[config.mk]
export PLATFORM = sky130hd
export DESIGN_NAME = autoscaled_trace_buffer
export DESIGN_NICKNAME = d
export VERILOG_FILES = /design/src/hdl/atb_pkg.sv /design/src/hdl/atb_ram.sv /design/src/hdl/atb_div.sv /design/src/hdl/atb_front.sv /design/src/hdl/atb_back.sv /design/src/hdl/autoscaled_trace_buffer.sv
export VERILOG_INCLUDE_DIRS = /design/src /design/src/hdl
export SDC_FILE = /design/constraint.sdc
export NUM_CORES = 1
export LEC_CHECK = 0
export BUFFER_PORTS_ARGS = -buffer_cell sky130_fd_sc_hd__buf_2
export CAP_MARGIN = 10
export CORE_ASPECT_RATIO = 1.75
export CORE_MARGIN = 2
export CORE_UTILIZATION = 54
export DETAILED_ROUTE_END_ITERATION = 8
export GPL_ROUTABILITY_DRIVEN = 1
export HOLD_SLACK_MARGIN = 0.05
export PLACE_DENSITY = 0.79
export RECOVER_POWER = 100
export SLEW_MARGIN = 20
export SYNTH_ARGS = -nofsm -noshare
export SYNTH_HDL_FRONTEND = slang
export SYNTH_SLANG_ARGS = --single-unit
[constraint.sdc]
create_clock -name i_clk -period 11.12 [get_ports i_clk]
set_input_delay 1.112 -clock i_clk [delete_from_list [all_inputs] [get_ports i_clk]]
set_output_delay 1.112 -clock i_clk [all_outputs]
set_load 0.02 [all_outputs]
[src/hdl/autoscaled_trace_buffer_assert.svh]
// Assertion macros for the trace buffer. Each macro is empty in synthesis.
`ifndef AUTOSCALED_TRACE_BUFFER_ASSERT_SVH
`define AUTOSCALED_TRACE_BUFFER_ASSERT_SVH
`ifndef SYNTHESIS
`define ATB_ASSERT_SAME(lbl, a, c, msg) \
    lbl: assert property (@(posedge i_clk) disable iff (!i_rst_n) (a) |-> (c)) else $error(msg);
`define ATB_ASSERT_NEXT(lbl, a, c, msg) \
    lbl: assert property (@(posedge i_clk) disable iff (!i_rst_n) (a) |=> (c)) else $error(msg);
`else
`define ATB_ASSERT_SAME(lbl, a, c, msg)
`define ATB_ASSERT_NEXT(lbl, a, c, msg)
`endif
`endif

[src/hdl/atb_pkg.sv]
package atb_pkg;

    localparam logic [1:0] OP_RECORD = 2'd0;
    localparam logic [1:0] OP_RENDER = 2'd1;
    localparam logic [1:0] OP_CLEAR  = 2'd2;
    localparam logic [1:0] OP_UNUSED = 2'd3;

    localparam logic REG_BOTTOM = 1'b0;
    localparam logic REG_SPAN   = 1'b1;

    localparam logic [5:0] BOTTOM_RESET = 6'd62;
    localparam logic [5:0] SPAN_RESET   = 6'd13;
    localparam logic [7:0] RING_FILL    = 8'd128;

    localparam int PROD_W = 14;

    typedef struct packed {
        logic [1:0]         op;
        logic signed [15:0] sample;
    } t_in_word;

    typedef struct packed {
        logic [5:0] row;
        logic [5:0] column;
        logic       last;
    } t_out_word;

    // Classified command handed from the front to the back.
    typedef struct packed {
        logic [1:0] kind;
        logic [7:0] value;
    } t_cmd;

    typedef struct packed {
        logic valid;
        t_cmd cmd;
    } t_q_head;

    typedef struct packed {
        logic              start;
        logic [PROD_W-1:0] dividend;
        logic [7:0]        divisor;
    } t_div_req;

    typedef struct packed {
        logic              done;
        logic [PROD_W-1:0] quotient;
    } t_div_rsp;

    // Divide by 8 toward zero, add the midscale offset, clamp to 8 bits.
    function automatic logic [7:0] to_trace(input logic signed [15:0] s);
        logic signed [15:0] b;
        logic signed [12:0] q;
        logic signed [13:0] v;
        b = s[15] ? (s + 16'sd7) : s;
        q = b[15:3];
        v = $signed({q[12], q}) + 14'sd128;
        if (v < 14'sd0) begin
            return 8'd0;
        end else if (v > 14'sd255) begin
            return 8'd255;
        end
        return v[7:0];
    endfunction

endpackage

[src/hdl/atb_ram.sv]
module atb_ram #(
    parameter int WIDTH = 8,
    parameter int DEPTH = 64
) (
    input  logic                     i_clk,
    input  logic                     i_we,
    input  logic [$clog2(DEPTH)-1:0] i_waddr,
    input  logic [WIDTH-1:0]         i_wdata,
    input  logic [$clog2(DEPTH)-1:0] i_raddr,
    output logic [WIDTH-1:0]         o_rdata
);

    logic [WIDTH-1:0] r_mem [DEPTH];
    logic [WIDTH-1:0] r_rdata;

    always_ff @(posedge i_clk) begin
        if (i_we) begin
            r_mem[i_waddr] <= i_wdata;
        end
        r_rdata <= r_mem[i_raddr];
    end

    assign o_rdata = r_rdata;

endmodule

[src/hdl/atb_div.sv]
module atb_div (
    input  logic             i_clk,
    input  logic             i_rst_n,
    input  atb_pkg::t_div_req i_req,
    output atb_pkg::t_div_rsp o_rsp
);

    localparam int W = atb_pkg::PROD_W;

    logic         r_busy, n_busy;
    logic         r_done, n_done;
    logic [3:0]   r_cnt, n_cnt;
    logic [7:0]   r_rem, n_rem;
    logic [W-1:0] r_quo, n_quo;
    logic [8:0]   rem_sh;

    // Restoring division, one quotient bit per cycle.
    always_comb begin
        n_busy = r_busy;
        n_done = 1'b0;
        n_cnt  = r_cnt;
        n_rem  = r_rem;
        n_quo  = r_quo;
        rem_sh = {r_rem, r_quo[W-1]};
        if (i_req.start) begin
            n_busy = 1'b1;
            n_cnt  = 4'd0;
            n_rem  = 8'd0;
            n_quo  = i_req.dividend;
        end else if (r_busy) begin
            if (rem_sh >= {1'b0, i_req.divisor}) begin
                n_rem = 8'(rem_sh - {1'b0, i_req.divisor});
                n_quo = {r_quo[W-2:0], 1'b1};
            end else begin
                n_rem = rem_sh[7:0];
                n_quo = {r_quo[W-2:0], 1'b0};
            end
            n_cnt = r_cnt + 4'd1;
            if (r_cnt == 4'(W - 1)) begin
                n_busy = 1'b0;
                n_done = 1'b1;
            end
        end
    end

    always_ff @(posedge i_clk) begin
        if (!i_rst_n) begin
            r_busy <= 1'b0;
            r_done <= 1'b0;
            r_cnt  <= 4'd0;
        end else begin
            r_busy <= n_busy;
            r_done <= n_done;
            r_cnt  <= n_cnt;
        end
        r_rem <= n_rem;
        r_quo <= n_quo;
    end

    assign o_rsp.done     = r_done;
    assign o_rsp.quotient = r_quo;

endmodule

[src/hdl/atb_front.sv]
module atb_front (
    input  logic              i_clk,
    input  logic              i_rst_n,
    input  logic              i_start,
    input  atb_pkg::t_in_word i_item,
    output logic              o_busy,
    input  logic              i_pop,
    output atb_pkg::t_q_head  o_head
);

    atb_pkg::t_cmd r_q [2];
    logic          r_wr, n_wr;
    logic          r_rd, n_rd;
    logic [1:0]    r_cnt, n_cnt;
    logic          push;
    atb_pkg::t_cmd cmd;

    assign o_busy = (r_cnt == 2'd2);
    // Unused op codes are dropped here and never reach the back.
    assign push = i_start && !o_busy && (i_item.op != atb_pkg::OP_UNUSED);
    assign cmd.kind  = i_item.op;
    assign cmd.value = atb_pkg::to_trace(i_item.sample);

    always_comb begin
        n_wr  = push ? !r_wr : r_wr;
        n_rd  = i_pop ? !r_rd : r_rd;
        n_cnt = r_cnt + 2'(push) - 2'(i_pop);
    end

    always_ff @(posedge i_clk) begin
        if (!i_rst_n) begin
            r_wr  <= 1'b0;
            r_rd  <= 1'b0;
            r_cnt <= 2'd0;
        end else begin
            r_wr  <= n_wr;
            r_rd  <= n_rd;
            r_cnt <= n_cnt;
        end
        if (push) begin
            r_q[r_wr] <= cmd;
        end
    end

    assign o_head.valid = (r_cnt != 2'd0);
    assign o_head.cmd   = r_q[r_rd];

endmodule

[src/hdl/atb_back.sv]
module atb_back #(
    parameter int RING_DEPTH = 64
) (
    input  logic              i_clk,
    input  logic              i_rst_n,
    input  atb_pkg::t_q_head  i_head,
    output logic              o_pop,
    input  logic [5:0]        i_bottom,
    input  logic [5:0]        i_span,
    output logic              o_strobe,
    output atb_pkg::t_out_word o_result
);

    localparam int AW = (RING_DEPTH > 1) ? $clog2(RING_DEPTH) : 1;
    localparam logic [AW-1:0] LAST_IDX = AW'(RING_DEPTH - 1);
    localparam int PW = atb_pkg::PROD_W;

    localparam logic [2:0] ST_IDLE     = 3'd0;
    localparam logic [2:0] ST_SCAN     = 3'd1;
    localparam logic [2:0] ST_SCAN_END = 3'd2;
    localparam logic [2:0] ST_ROW_RD   = 3'd3;
    localparam logic [2:0] ST_ROW_MUL  = 3'd4;
    localparam logic [2:0] ST_DIV_GO   = 3'd5;
    localparam logic [2:0] ST_DIV_WAIT = 3'd6;

    logic [2:0]            r_state, n_state;
    logic [RING_DEPTH-1:0] r_valid, n_valid;
    logic [AW-1:0]         r_wp, n_wp;
    logic [AW-1:0]         r_idx, n_idx;
    logic [AW-1:0]         r_col, n_col;
    logic                  r_pend, n_pend;
    logic                  r_vq;
    logic [7:0]            r_lo, n_lo, r_hi, n_hi, r_range, n_range;
    logic [PW-1:0]         r_prod, n_prod;
    logic                  r_strobe, n_strobe;
    atb_pkg::t_out_word    r_out, n_out;

    logic          we;
    logic [AW-1:0] raddr;
    logic [7:0]    rdata, cur, fold_lo, fold_hi;
    atb_pkg::t_div_req div_req;
    atb_pkg::t_div_rsp div_rsp;

    atb_ram #(.WIDTH(8), .DEPTH(RING_DEPTH)) u_ram (
        .i_clk   (i_clk),
        .i_we    (we),
        .i_waddr (r_wp),
        .i_wdata (i_head.cmd.value),
        .i_raddr (raddr),
        .o_rdata (rdata)
    );

    atb_div u_div (
        .i_clk   (i_clk),
        .i_rst_n (i_rst_n),
        .i_req   (div_req),
        .o_rsp   (div_rsp)
    );

    // Entries never written since reset or clear read as midscale.
    assign cur     = r_vq ? rdata : atb_pkg::RING_FILL;
    assign fold_lo = (cur < r_lo) ? cur : r_lo;
    assign fold_hi = (cur > r_hi) ? cur : r_hi;

    always_comb begin
        n_state  = r_state;
        n_valid  = r_valid;
        n_wp     = r_wp;
        n_idx    = r_idx;
        n_col    = r_col;
        n_pend   = r_pend;
        n_lo     = r_lo;
        n_hi     = r_hi;
        n_range  = r_range;
        n_prod   = r_prod;
        n_strobe = 1'b0;
        n_out    = r_out;
        o_pop    = 1'b0;
        we       = 1'b0;
        raddr    = r_idx;
        div_req.start    = 1'b0;
        div_req.dividend = r_prod;
        div_req.divisor  = r_range;
        case (r_state)
            ST_IDLE: begin
                if (i_head.valid) begin
                    case (i_head.cmd.kind)
                        atb_pkg::OP_RECORD: begin
                            o_pop = 1'b1;
                            we    = 1'b1;
                            n_valid[r_wp] = 1'b1;
                            n_wp = (r_wp == LAST_IDX) ? '0 : r_wp + 1'b1;
                        end
                        atb_pkg::OP_CLEAR: begin
                            o_pop   = 1'b1;
                            n_valid = '0;
                            n_wp    = '0;
                        end
                        atb_pkg::OP_RENDER: begin
                            n_state = ST_SCAN;
                            n_idx   = '0;
                            n_pend  = 1'b0;
                            n_lo    = 8'd255;
                            n_hi    = 8'd0;
                        end
                        default: begin
                            o_pop = 1'b1;
                        end
                    endcase
                end
            end
            ST_SCAN: begin
                raddr  = r_idx;
                n_pend = 1'b1;
                if (r_pend) begin
                    n_lo = fold_lo;
                    n_hi = fold_hi;
                end
                if (r_idx == LAST_IDX) begin
                    n_state = ST_SCAN_END;
                end else begin
                    n_idx = r_idx + 1'b1;
                end
            end
            ST_SCAN_END: begin
                n_lo    = fold_lo;
                n_hi    = fold_hi;
                n_range = (fold_hi == fold_lo) ? 8'd1 : 8'(fold_hi - fold_lo);
                n_idx   = r_wp;
                n_col   = '0;
                n_state = ST_ROW_RD;
            end
            ST_ROW_RD: begin
                raddr   = r_idx;
                n_state = ST_ROW_MUL;
            end
            ST_ROW_MUL: begin
                n_prod  = PW'(8'(cur - r_lo)) * PW'(i_span);
                n_state = ST_DIV_GO;
            end
            ST_DIV_GO: begin
                div_req.start = 1'b1;
                n_state       = ST_DIV_WAIT;
            end
            ST_DIV_WAIT: begin
                if (div_rsp.done) begin
                    n_strobe     = 1'b1;
                    n_out.row    = (div_rsp.quotient > PW'(i_bottom)) ? 6'd0
                                 : 6'(PW'(i_bottom) - div_rsp.quotient);
                    n_out.column = 6'(r_col);
                    n_out.last   = (r_col == LAST_IDX);
                    if (r_col == LAST_IDX) begin
                        o_pop   = 1'b1;
                        n_state = ST_IDLE;
                    end else begin
                        n_col   = r_col + 1'b1;
                        n_idx   = (r_idx == LAST_IDX) ? '0 : r_idx + 1'b1;
                        n_state = ST_ROW_RD;
                    end
                end
            end
            default: begin
                n_state = ST_IDLE;
            end
        endcase
    end

    always_ff @(posedge i_clk) begin
        if (!i_rst_n) begin
            r_state  <= ST_IDLE;
            r_valid  <= '0;
            r_wp     <= '0;
            r_strobe <= 1'b0;
        end else begin
            r_state  <= n_state;
            r_valid  <= n_valid;
            r_wp     <= n_wp;
            r_strobe <= n_strobe;
        end
        r_idx   <= n_idx;
        r_col   <= n_col;
        r_pend  <= n_pend;
        r_vq    <= r_valid[raddr];
        r_lo    <= n_lo;
        r_hi    <= n_hi;
        r_range <= n_range;
        r_prod  <= n_prod;
        r_out   <= n_out;
    end

    assign o_strobe = r_strobe;
    assign o_result = r_out;

endmodule

[src/hdl/autoscaled_trace_buffer.sv]
// Channel   | Handshake                        | Payload
// ----------+----------------------------------+-------------------------------
// command   | accepted when start && !busy     | i_item  (op, sample)
// result    | o_strobe, one cycle, no stall    | o_result (row, column, last)
// config    | psel/penable/pwrite, pready high | paddr, pwdata, prdata
//
// A record or clear word retires without a stall once it reaches the
// head of the two-word command queue. A render first scans the ring for
// its minimum and maximum, then reads, scales and divides each column in
// turn with the one-bit-per-cycle divider before strobing its result.
// busy rises only while the command queue is full; results cannot be held
// off by the receiver. Reset is synchronous and active low; it marks every
// ring entry as midscale through per-entry valid bits, so no clearing pass.
`include "autoscaled_trace_buffer_assert.svh"

module autoscaled_trace_buffer #(
    parameter int RING_DEPTH = 64
) (
    input  logic               i_clk,
    input  logic               i_rst_n,
    input  logic               start,
    output logic               busy,
    input  atb_pkg::t_in_word  i_item,
    output logic               o_strobe,
    output atb_pkg::t_out_word o_result,
    input  logic               psel,
    input  logic               penable,
    input  logic               pwrite,
    input  logic [2:0]         paddr,
    input  logic [31:0]        pwdata,
    output logic [31:0]        prdata,
    output logic               pready
);

    logic [5:0]       r_bottom, n_bottom;
    logic [5:0]       r_span, n_span;
    logic             cfg_wr;
    logic             pop;
    atb_pkg::t_q_head head;

    // Registers sit at byte offsets 0 and 4; only bit 2 selects.
    assign pready = 1'b1;
    assign cfg_wr = psel && penable && pwrite;

    always_comb begin
        n_bottom = r_bottom;
        n_span   = r_span;
        if (cfg_wr) begin
            if (paddr[2] == atb_pkg::REG_BOTTOM) begin
                n_bottom = pwdata[5:0];
            end else begin
                n_span = pwdata[5:0];
            end
        end
        prdata = (paddr[2] == atb_pkg::REG_SPAN) ? {26'd0, r_span} : {26'd0, r_bottom};
    end

    always_ff @(posedge i_clk) begin
        if (!i_rst_n) begin
            r_bottom <= atb_pkg::BOTTOM_RESET;
            r_span   <= atb_pkg::SPAN_RESET;
        end else begin
            r_bottom <= n_bottom;
            r_span   <= n_span;
        end
    end

    // The front classifies and queues words; the back executes them.
    atb_front u_front (
        .i_clk   (i_clk),
        .i_rst_n (i_rst_n),
        .i_start (start),
        .i_item  (i_item),
        .o_busy  (busy),
        .i_pop   (pop),
        .o_head  (head)
    );

    atb_back #(.RING_DEPTH(RING_DEPTH)) u_back (
        .i_clk    (i_clk),
        .i_rst_n  (i_rst_n),
        .i_head   (head),
        .o_pop    (pop),
        .i_bottom (r_bottom),
        .i_span   (r_span),
        .o_strobe (o_strobe),
        .o_result (o_result)
    );

    // Each result passes through the row read, multiply and divide states, so two results never come back to back.
    `ATB_ASSERT_NEXT(a_no_adjacent_strobe, o_strobe, !o_strobe, "back-to-back result strobes")
    `ATB_ASSERT_SAME(a_last_column, o_strobe, o_result.last == (o_result.column == 6'(RING_DEPTH - 1)), "last flag disagrees with column")
    `ATB_ASSERT_NEXT(a_bottom_write, cfg_wr && !paddr[2], r_bottom == $past(pwdata[5:0]), "bottom row write lost")

endmodule
==> results of run 1 <==
==> Yosys cell counts (all sizes together), types with 5 or more instances <==
master,count,area [um2]
o22ai,12,75.1
o221ai,18,158
xor2,23,201
or2,5,31.3
o21a,21,158
nor2b,25,156
a21o,16,120
inv,85,319
a211oi,7,65.1
edfxtp,610,18300
mux4,162,3650
clkbuf,57,215
nand3,22,115
nor2,208,781
a21oi,82,410
o211ai,9,67.6
xnor2,37,332
ha,67,838
nand2,131,492
o21ai,47,235
a31oi,6,43.8
nor3b,7,52.6
and3,14,87.6
nand3b,5,37.5
buf,62,362
nand2b,18,113
mux2,12,135
dfxtp,114,2280
a21boi,7,52.6
mux2i,58,581
nor3,13,65.1
fa,28,561
nand4,9,56.3
nor4,6,37.5
and2,50,313
==> cell type report <==
| class | instances | area (um2) | area share, % |
|---|---|---|---|
| antenna | 2 | 5.00 | 0.0144 |
| clock buffer | 63 | 1470 | 4.24 |
| clock inverter | 47 | 547 | 1.58 |
| inverter | 86 | 323 | 0.930 |
| multi-input combinational | 1193 | 10500 | 30.1 |
| sequential | 724 | 20600 | 59.4 |
| tap | 773 | 967 | 2.79 |
| timing repair buffer | 73 | 337 | 0.970 |
==> registers in the layout, summed over array words and instances (netlist names), 2 cells and up, named ones only <==
| signal | flops |
|---|---|
| u_back.u_ram.r_mem | 512 |
| u_back.r_valid | 64 |
| u_front.r_q | 20 |
| u_back.r_prod | 14 |
| u_back.u_div.r_quo | 14 |
| u_back.o_result | 13 |
| u_back.r_hi | 8 |
| u_back.r_lo | 8 |
| u_back.r_range | 8 |
| u_back.u_div.r_rem | 8 |
| u_back.u_ram.o_rdata | 8 |
| r_bottom | 6 |
| r_span | 6 |
| u_back.r_col | 6 |
| u_back.r_idx | 6 |
| u_back.r_wp | 6 |
| u_back.u_div.r_cnt | 4 |
| u_back.r_state | 3 |
| u_front.r_cnt | 2 |
==> routing by layer <==
layer / global-route usage, % / wire (um) / vias to the layer above
li1: - / - / 7941
met3: 3.68 / 4460 / 238
met2: 45.7 / 40600 / 781
met4: 14.9 / 4980 / 4
met5: 0 / 27 / -
met1: 24.3 / 22900 / 9112
==> cell usage in the layout, fill, tap and decap left out, types with 6 or more instances in the layout <==
cell / count
sky130_fd_sc_hd__edfxtp_1: 610
sky130_fd_sc_hd__nor2_1: 208
sky130_fd_sc_hd__a21o_1: 16
sky130_fd_sc_hd__and3_1: 14
sky130_fd_sc_hd__a211oi_1: 6
sky130_fd_sc_hd__bufinv_16: 11
sky130_fd_sc_hd__o221ai_1: 18
sky130_fd_sc_hd__nor3_1: 13
sky130_fd_sc_hd__clkinv_1: 14
sky130_fd_sc_hd__buf_4: 6
sky130_fd_sc_hd__a21boi_0: 7
sky130_fd_sc_hd__xnor2_1: 36
sky130_fd_sc_hd__o21a_1: 21
sky130_fd_sc_hd__clkbuf_16: 58
sky130_fd_sc_hd__nand2b_1: 18
sky130_fd_sc_hd__nand3_1: 21
sky130_fd_sc_hd__nor3b_1: 7
sky130_fd_sc_hd__o211ai_1: 9
sky130_fd_sc_hd__a21oi_1: 82
sky130_fd_sc_hd__xor2_1: 23
sky130_fd_sc_hd__mux2_1: 7
sky130_fd_sc_hd__clkbuf_1: 45
sky130_fd_sc_hd__inv_1: 85
sky130_fd_sc_hd__fa_1: 28
sky130_fd_sc_hd__conb_1: 27
sky130_fd_sc_hd__ha_1: 67
sky130_fd_sc_hd__nand4_1: 9
sky130_fd_sc_hd__dfxtp_1: 114
sky130_fd_sc_hd__mux2i_1: 58
sky130_fd_sc_hd__and2_1: 35
sky130_fd_sc_hd__nand2_1: 131
sky130_fd_sc_hd__o22ai_1: 12
sky130_fd_sc_hd__a31oi_1: 6
sky130_fd_sc_hd__buf_2: 26
sky130_fd_sc_hd__o21ai_0: 47
sky130_fd_sc_hd__nor4_1: 6
sky130_fd_sc_hd__and2_0: 15
sky130_fd_sc_hd__nor2b_1: 25
sky130_fd_sc_hd__mux4_2: 162
sky130_fd_sc_hd__clkinv_2: 9
==> report_power, final <==
part	leakage [nW]	switching [mW]	internal (mW)
registers	6.42	0.110	3.36
logic	4.44	1.92	1.41
clock network	0.971	0.956	1.22
==> through the flow <==
| stage | hold slack (ns) | total power, mW | area [um2] |
|---|---|---|---|
| 6_report | 0.473 | 8.99 | 34700 |
| 3_3_place_gp | 0.441 | 6.69 | 32800 |
| 3_5_place_dp | 0.451 | 6.80 | 32800 |
| 4_1_cts | 0.472 | 8.98 | 34800 |
| 2_1_floorplan | 0.431 | 5.86 | 32000 |
| 5_1_grt | 0.489 | 9.41 | 34700 |
==> cells by family (layout without fill, tap and decap cells) <==
logic type	count (synthesis)	in the layout
other	2	29
and+or+nand+nor	530	530
adders and majority gates	96	96
AOI/OAI and AO/OA	248	248
buffers and inverters	205	269
muxes	232	232
DFF	724	724
xor gates and xnor gates	60	60
==> worst max-delay path: stages (launching register included) <==
cell and delay (ns):
sky130_fd_sc_hd__edfxtp_1 0.32, sky130_fd_sc_hd__clkbuf_1 2.58, sky130_fd_sc_hd__clkbuf_1 3.12, sky130_fd_sc_hd__mux4_2 0.56, sky130_fd_sc_hd__mux4_2 0.59, sky130_fd_sc_hd__mux4_2 0.52
==> worst paths after layout <==
kind	startpoint	endpoint	slack (ns)
worst max register to register	u_back.r_idx[1]	u_back.u_ram.o_rdata[7]	3.18
worst max-delay path	u_back.r_idx[1]	u_back.u_ram.o_rdata[7]	3.18
worst min register to register	u_back.r_valid[27]	u_back.r_valid[27]	0.47
worst min-delay path	u_back.r_valid[27]	u_back.r_valid[27]	0.47
==> flow_summary_export.csv, run 1 <==
group,metric,value,unit
outcome,run_status,"finished, violations left",
outcome,violated_checks,"capacitance limit, slew limit",
route,drt_pre_antenna_iters,6,
yosys,synth_adder_area_share,4.42,%
layout,final.fill_count,4226,
route,detail_route.drc_violations,0,
yosys,synth-xor-area-share,1.67,%
hold_path,min_path_type,"reg -> reg",
sta,setup_total_negative_slack,0,ns
layout,finalNonFillerCells,2961,
yosys,post_synth_edffs,610,
layout,area.growth.synth_to_final,8.77,%
yosys,yosysWarnings,0,
yosys,syn_avg_cell_area,15.2,um2
route,violation_count_after_the_first_detailed_routing_iteration,1613,
floorplanning,die_h,326,um
placed_design,preCtsSetupSlack,4.79,ns
sta,fmax,126,MHz
floorplanning,core_region_area,58300,um2
floorplanning,row_count,117,
clocking,numClockSinks,724,
setup_path,timing.critical_path.to_type,"register",
floorplanning,dieArea,61100,um2
route,postRouteWirelength,73.0,mm
yosys,dominant_combinational_cell_family_by_area_after_synthesis,"multiplexers",
floorplanning,pin_count,107,
run,timing.max_cap.violations,14,
placed_design,numPlacedInstances,2849,
yosys,synth-compound-area-share,5.03,%
yosys,yosys-mux-area-fraction,13.7,%
setup_path,path_class,"reg -> reg",
setup_path,critical_path.startpoint_type,"register",
yosys,synth.distinct_cells,72,
power_and_ir_drop,vdd_ir_drop_max,0.000165,V
route,final_antenna_net_count,0,
clocking,cts_inserted_buffers,58,
sta,final.min_clock_period,7.94,ns
grt,globalRouteTotalUtil,24.0,%
floorplanning,dieWidth,188,um
clocking,cts_tree,"done",
sta,setup_ws,3.18,ns
layout,final_layout_size_suffix_gt1_share,14.0,%
yosys,seq_area_frac_synth,64.6,%
sta,worstMarginPinSlew,4.24,ns
yosys,synthesis.instances,2097,
clocking,clockBufferDepth,3,
setup_path,worst_ep_required_time,11.60,ns
sta,final_hold_viols,0,
setup_path,worst-endpoint-arrival,8.42,ns
yosys,asyncSetResetFlopFracSynth,0,%
setup_path,worst-path-max-fanout,71,
layout,nNetsFinal,2290,
sta,setup-violations-final,0,
sta,slew_headroom,-183,%
power_and_ir_drop,p_leak,11.8,nW
power_and_ir_drop,cellPowerDensity,259,nW/um2
route,routed_wire_length_per_instance,24.6,um
yosys,syn_std_cell_area,31900,um2
clocking,number_of_hold_buffers_added_after_cts,0,
grt,grt_max_degree,72,
route,via_count,18100,
grt,overflow,0,
placed_design,hpwl_after_detailed_placement,48.1,mm
clocking,htree_levels,2,
sta,unrepaired_setup_endpoints_after_global_routing,"no",
clocking,cts-root-buf,"sky130_fd_sc_hd__clkbuf_16",
sta,min_period_over_period,71.4,%
grt,antenna_found_initial,4,
yosys,yosys_register_bits,724,
floorplanning,initial_cell_density_of_the_core,54.8,%
layout,finish.utilization,59.6,%
grt,number_of_global_route_vias_before_repair,18800,
clocking,post-cts-setup-buffer-count,0,
route,via_per_inst,6.10,
sta,fin_skew,0.0219,ns
placed_design,buffer_ports.inserted,51,
setup_path,ff2ff_path_depth,5,
clocking,worst_setup_hold_path_clk_slew,0.07,ns
yosys,yosys.area_share.simple,7.79,%
clocking,cts.repair.resized,0,
clocking,worstSkewPairLatency,0.63,ns
grt,grt_pass1_wl,111,mm
sta,timing_max_transition_violations_final,736,
hold_path,whs_path_depth,2,
placed_design,routabilityCongestion,0.887,
yosys,ys_dominant_reg_cell,"sky130_fd_sc_hd__edfxtp_1",
(Power assumes the default switching activity.)
==> inputs of run 2 (changes only) <==
--- a/config.mk
+++ b/config.mk
@@ -6,6 +6,7 @@
 export SDC_FILE = /design/constraint.sdc
 export NUM_CORES = 1
 export LEC_CHECK = 0
+export ABC_AREA = 1
 export BUFFER_PORTS_ARGS = -buffer_cell sky130_fd_sc_hd__buf_2
 export CAP_MARGIN = 10
 export CORE_ASPECT_RATIO = 1.75
==> constraint.sdc (replaced) <==
create_clock -name i_clk -period 7.71 [get_ports i_clk]
set_input_delay 0.771 -clock i_clk [delete_from_list [all_inputs] [get_ports i_clk]]
set_output_delay 0.771 -clock i_clk [all_outputs]
set_load 0.02 [all_outputs]
==> run 2 against run 1 <==
Effect of this change: largest power group is now combinational logic; highest routed layer is now met4; the run still ends with capacitance limit, slew limit left; sequential cell count did not move; critical path type unchanged; setup slack got worse by 2.2 ns; die area rose by 2.9%; clock skew rose by 0.017 ns; wire length rose by 8.8%.
==> flow_summary_export.csv, run 2 <==
group,metric,value,unit
sta,timing_max_transition_violations_final,746,
route,met2_length,42.5,mm
sta,final.min_clock_period,6.72,ns
hold_path,min_path_type,"in -> reg",
hold_path,whs_path_depth,3,
floorplanning,core_region_area,60200,um2
setup_path,timing.critical_path.to_type,"register",
route,detail_route.drc_violations,0,
sta,slew_headroom,-139,%
layout,most-common-layout-cells,"610 x sky130_fd_sc_hd__edfxtp_1, 536 x sky130_fd_sc_hd__nand2_1, 355 x sky130_fd_sc_hd__nor2_1, 280 x sky130_fd_sc_hd__o21ai_0, 249 x sky130_fd_sc_hd__inv_1",
floorplanning,die_h,330,um
clocking,cts_tree,"done",
layout,final.fill_count,4684,
route,drt_pre_antenna_iters,5,
sta,fin_skew,0.0388,ns
route,routedLengthMet1,25.4,mm
grt,number_of_global_route_vias_before_repair,22600,
setup_path,r2r-start,"u_back.r_idx[1]",
sta,setup_total_negative_slack,0,ns
floorplanning,dieWidth,190,um
sta,worstMarginPinSlew,3.58,ns
clocking,htree_levels,2,
hold_path,timing.hold.worst_endpoint,"r_bottom[5]",
setup_path,critical_path.startpoint_type,"register",
outcome,run_status,"finished, violations left",
yosys,seq_area_frac_synth,62.7,%
yosys,yosys_register_bits,724,
setup_path,worst_ep_required_time,8.30,ns
setup_path,reg2reg_to,"u_back.u_ram.o_rdata[1]",
clocking,cts-root-buf,"sky130_fd_sc_hd__clkbuf_16",
layout,nNetsFinal,3230,
clocking,worstSkewPairLatency,0.66,ns
clocking,cts.repair.resized,0,
route,highest_layer,"met4",
power_and_ir_drop,vdd_ir_drop_max,0.000439,V
yosys,ys_dominant_reg_cell,"sky130_fd_sc_hd__edfxtp_1",
setup_path,regToRegSetupSlack,0.99,ns
route,routed_wire_length_per_instance,20.3,um
yosys,syn_avg_cell_area,10.7,um2
route,final_antenna_net_count,0,
grt,grt_max_degree,180,
layout,largest_reg_flops,512,
grt,antenna_found_initial,0,
clocking,numClockSinks,724,
floorplanning,row_count,119,
placed_design,place_area,33600,um2
grt,globalRouteTotalUtil,25.1,%
clocking,worst_setup_hold_path_clk_slew,0.07,ns
placed_design,hpwl_after_detailed_placement,51.2,mm
setup_path,ff2ff_path_depth,8,
floorplanning,pin_count,107,
yosys,synth.distinct_cells,55,
yosys,post_synth_edffs,610,
floorplanning,dieArea,62900,um2
clocking,number_of_hold_buffers_added_after_cts,0,
route,violation_count_after_the_first_detailed_routing_iteration,2013,
sta,fmax,149,MHz
sta,unrepaired_setup_endpoints_after_global_routing,"no",
layout,largest_register,"u_back.u_ram.r_mem",
yosys,syn_std_cell_area,32800,um2
route,postRouteWirelength,79.4,mm
layout,layout.cell_area.non_filler,35500,um2
power_and_ir_drop,p_leak,13.1,nW
yosys,synth_top_cells_by_count,"610 x sky130_fd_sc_hd__edfxtp_1, 530 x sky130_fd_sc_hd__nand2_1, 353 x sky130_fd_sc_hd__nor2_1, 278 x sky130_fd_sc_hd__o21ai_0, 248 x sky130_fd_sc_hd__inv_1",
outcome,violated_checks,"capacitance limit, slew limit",
layout,final_layout_size_suffix_gt1_share,6.17,%
grt,overflow,0,
placed_design,routabilityCongestion,0.931,
clocking,cts_inserted_buffers,59,
sta,min_period_over_period,87.1,%
yosys,synthesis.instances,3078,
setup_path,worst-endpoint-arrival,7.30,ns
yosys,yosysWarnings,0,
yosys,synth_top_area_cell,"sky130_fd_sc_hd__edfxtp_1",
route,met3_wire_len,4.57,mm
route,via_count,22700,
setup_path,worst-path-max-fanout,70,
sta,final_hold_viols,0,
hold_path,holdCritStartpoint,"pwdata[5]",
sta,setup-violations-final,0,
clocking,clockBufferDepth,3,
sta,final.hold.worst_slack,0.356,ns
layout,largestRegisters,"u_back.u_ram.r_mem: 512 flops, u_back.r_valid: 64 flops, u_front.r_q: 20 flops",
yosys,asyncSetResetFlopFracSynth,0,%
layout,layout_commonest_cell,"sky130_fd_sc_hd__edfxtp_1",
yosys,synth_most_common_cell,"sky130_fd_sc_hd__edfxtp_1",
layout,antenna_cells_inserted,0,
layout,area.growth.synth_to_final,8.11,%
yosys,synth.top_cell.area_share,55.8,%
route,via_per_inst,5.81,
power_and_ir_drop,cellPowerDensity,400,nW/um2
floorplanning,initial_cell_density_of_the_core,54.6,%
run,timing.max_cap.violations,13,
grt,grt_pass1_wl,120,mm
yosys,synth_area_leaders,"sky130_fd_sc_hd__edfxtp_1 56%, sky130_fd_sc_hd__dfxtp_1 7.0%, sky130_fd_sc_hd__nand2_1 6.1%",
setup_path,path_class,"reg -> reg",
clocking,post-cts-setup-buffer-count,0,
placed_design,buffer_ports.inserted,51,
## run 2: final cells by class
class                           instances  area [um2]  share of cell area [%]
Timing Repair Buffer                   75         370                    1.04
Clock buffer                           74        1570                    4.43
Multi-Input combinational cell       1952       10500                    29.6
Clock inverter                         37         462                    1.30
Tap cell                              786         983                    2.77
Inverter                              264         997                    2.81
Sequential cell                       724       20600                    58.0
## run 2: through the flow
| step | total power [mW] | instances | setup WS, ns | utilization, % |
|---|---|---|---|---|
| 3_3_place_gp | 10.9 | 3801 | 2.24 | 55.9 |
| 2_1_floorplan | 9.15 | 3103 | 3.02 | - |
| 6_report | 14.2 | 3912 | 0.993 | 59.0 |
| 4_1_cts | 14.1 | 3912 | 2.16 | 59.3 |
| 5_1_grt | 14.9 | 3912 | 0.909 | 59.0 |
| 3_5_place_dp | 11.0 | 3801 | 2.20 | 55.9 |
## run 2: worst max-delay path, stage by stage (launching register included)
cell and delay, ns:
sky130_fd_sc_hd__edfxtp_1 0.98, sky130_fd_sc_hd__clkbuf_1 2.58, sky130_fd_sc_hd__nand2_1 0.89, sky130_fd_sc_hd__buf_4 0.60, sky130_fd_sc_hd__o21ai_0 0.44, sky130_fd_sc_hd__a21oi_1 0.12
sky130_fd_sc_hd__o31ai_1 0.71, sky130_fd_sc_hd__nand2_1 0.13, sky130_fd_sc_hd__nand2_1 0.10
## run 2: where the power goes
group	switching [mW]	internal [mW]	leakage, nW
registers	0.130	4.88	6.41
logic	4.22	1.83	5.67
clock network	1.39	1.76	0.990
## run 2: worst max path at each step
stage	start	depth (start not counted)	end	slack (ns)
detailed placement	u_back.r_vq	22	u_back.r_prod[11]	2.20
CTS	u_back.r_vq	22	u_back.r_prod[11]	2.16
floorplan	u_back.r_vq	23	u_back.r_prod[11]	3.02
finish	u_back.r_idx[1]	8	u_back.u_ram.o_rdata[1]	0.99
global route	u_back.r_idx[1]	8	u_back.u_ram.o_rdata[3]	0.91
global placement	u_back.r_vq	22	u_back.r_prod[11]	2.24
## run 2: routing by layer
metal  up-vias  GRT usage (%)
met2       985           47.3
met3       356           3.57
met1     10800           23.9
met5         -              0
li1      10600              -
met4         0           20.4
## run 2: kinds of logic after synthesis
logic type,synth area share [%]
muxes,1.89
xor gates and xnor gates,0.960
buffers and inverters,5.42
and+or+nand+nor,13.4
DFF,62.7
other,0.0229
AOI/OAI and AO/OA,11.3
adders and majority gates,4.26
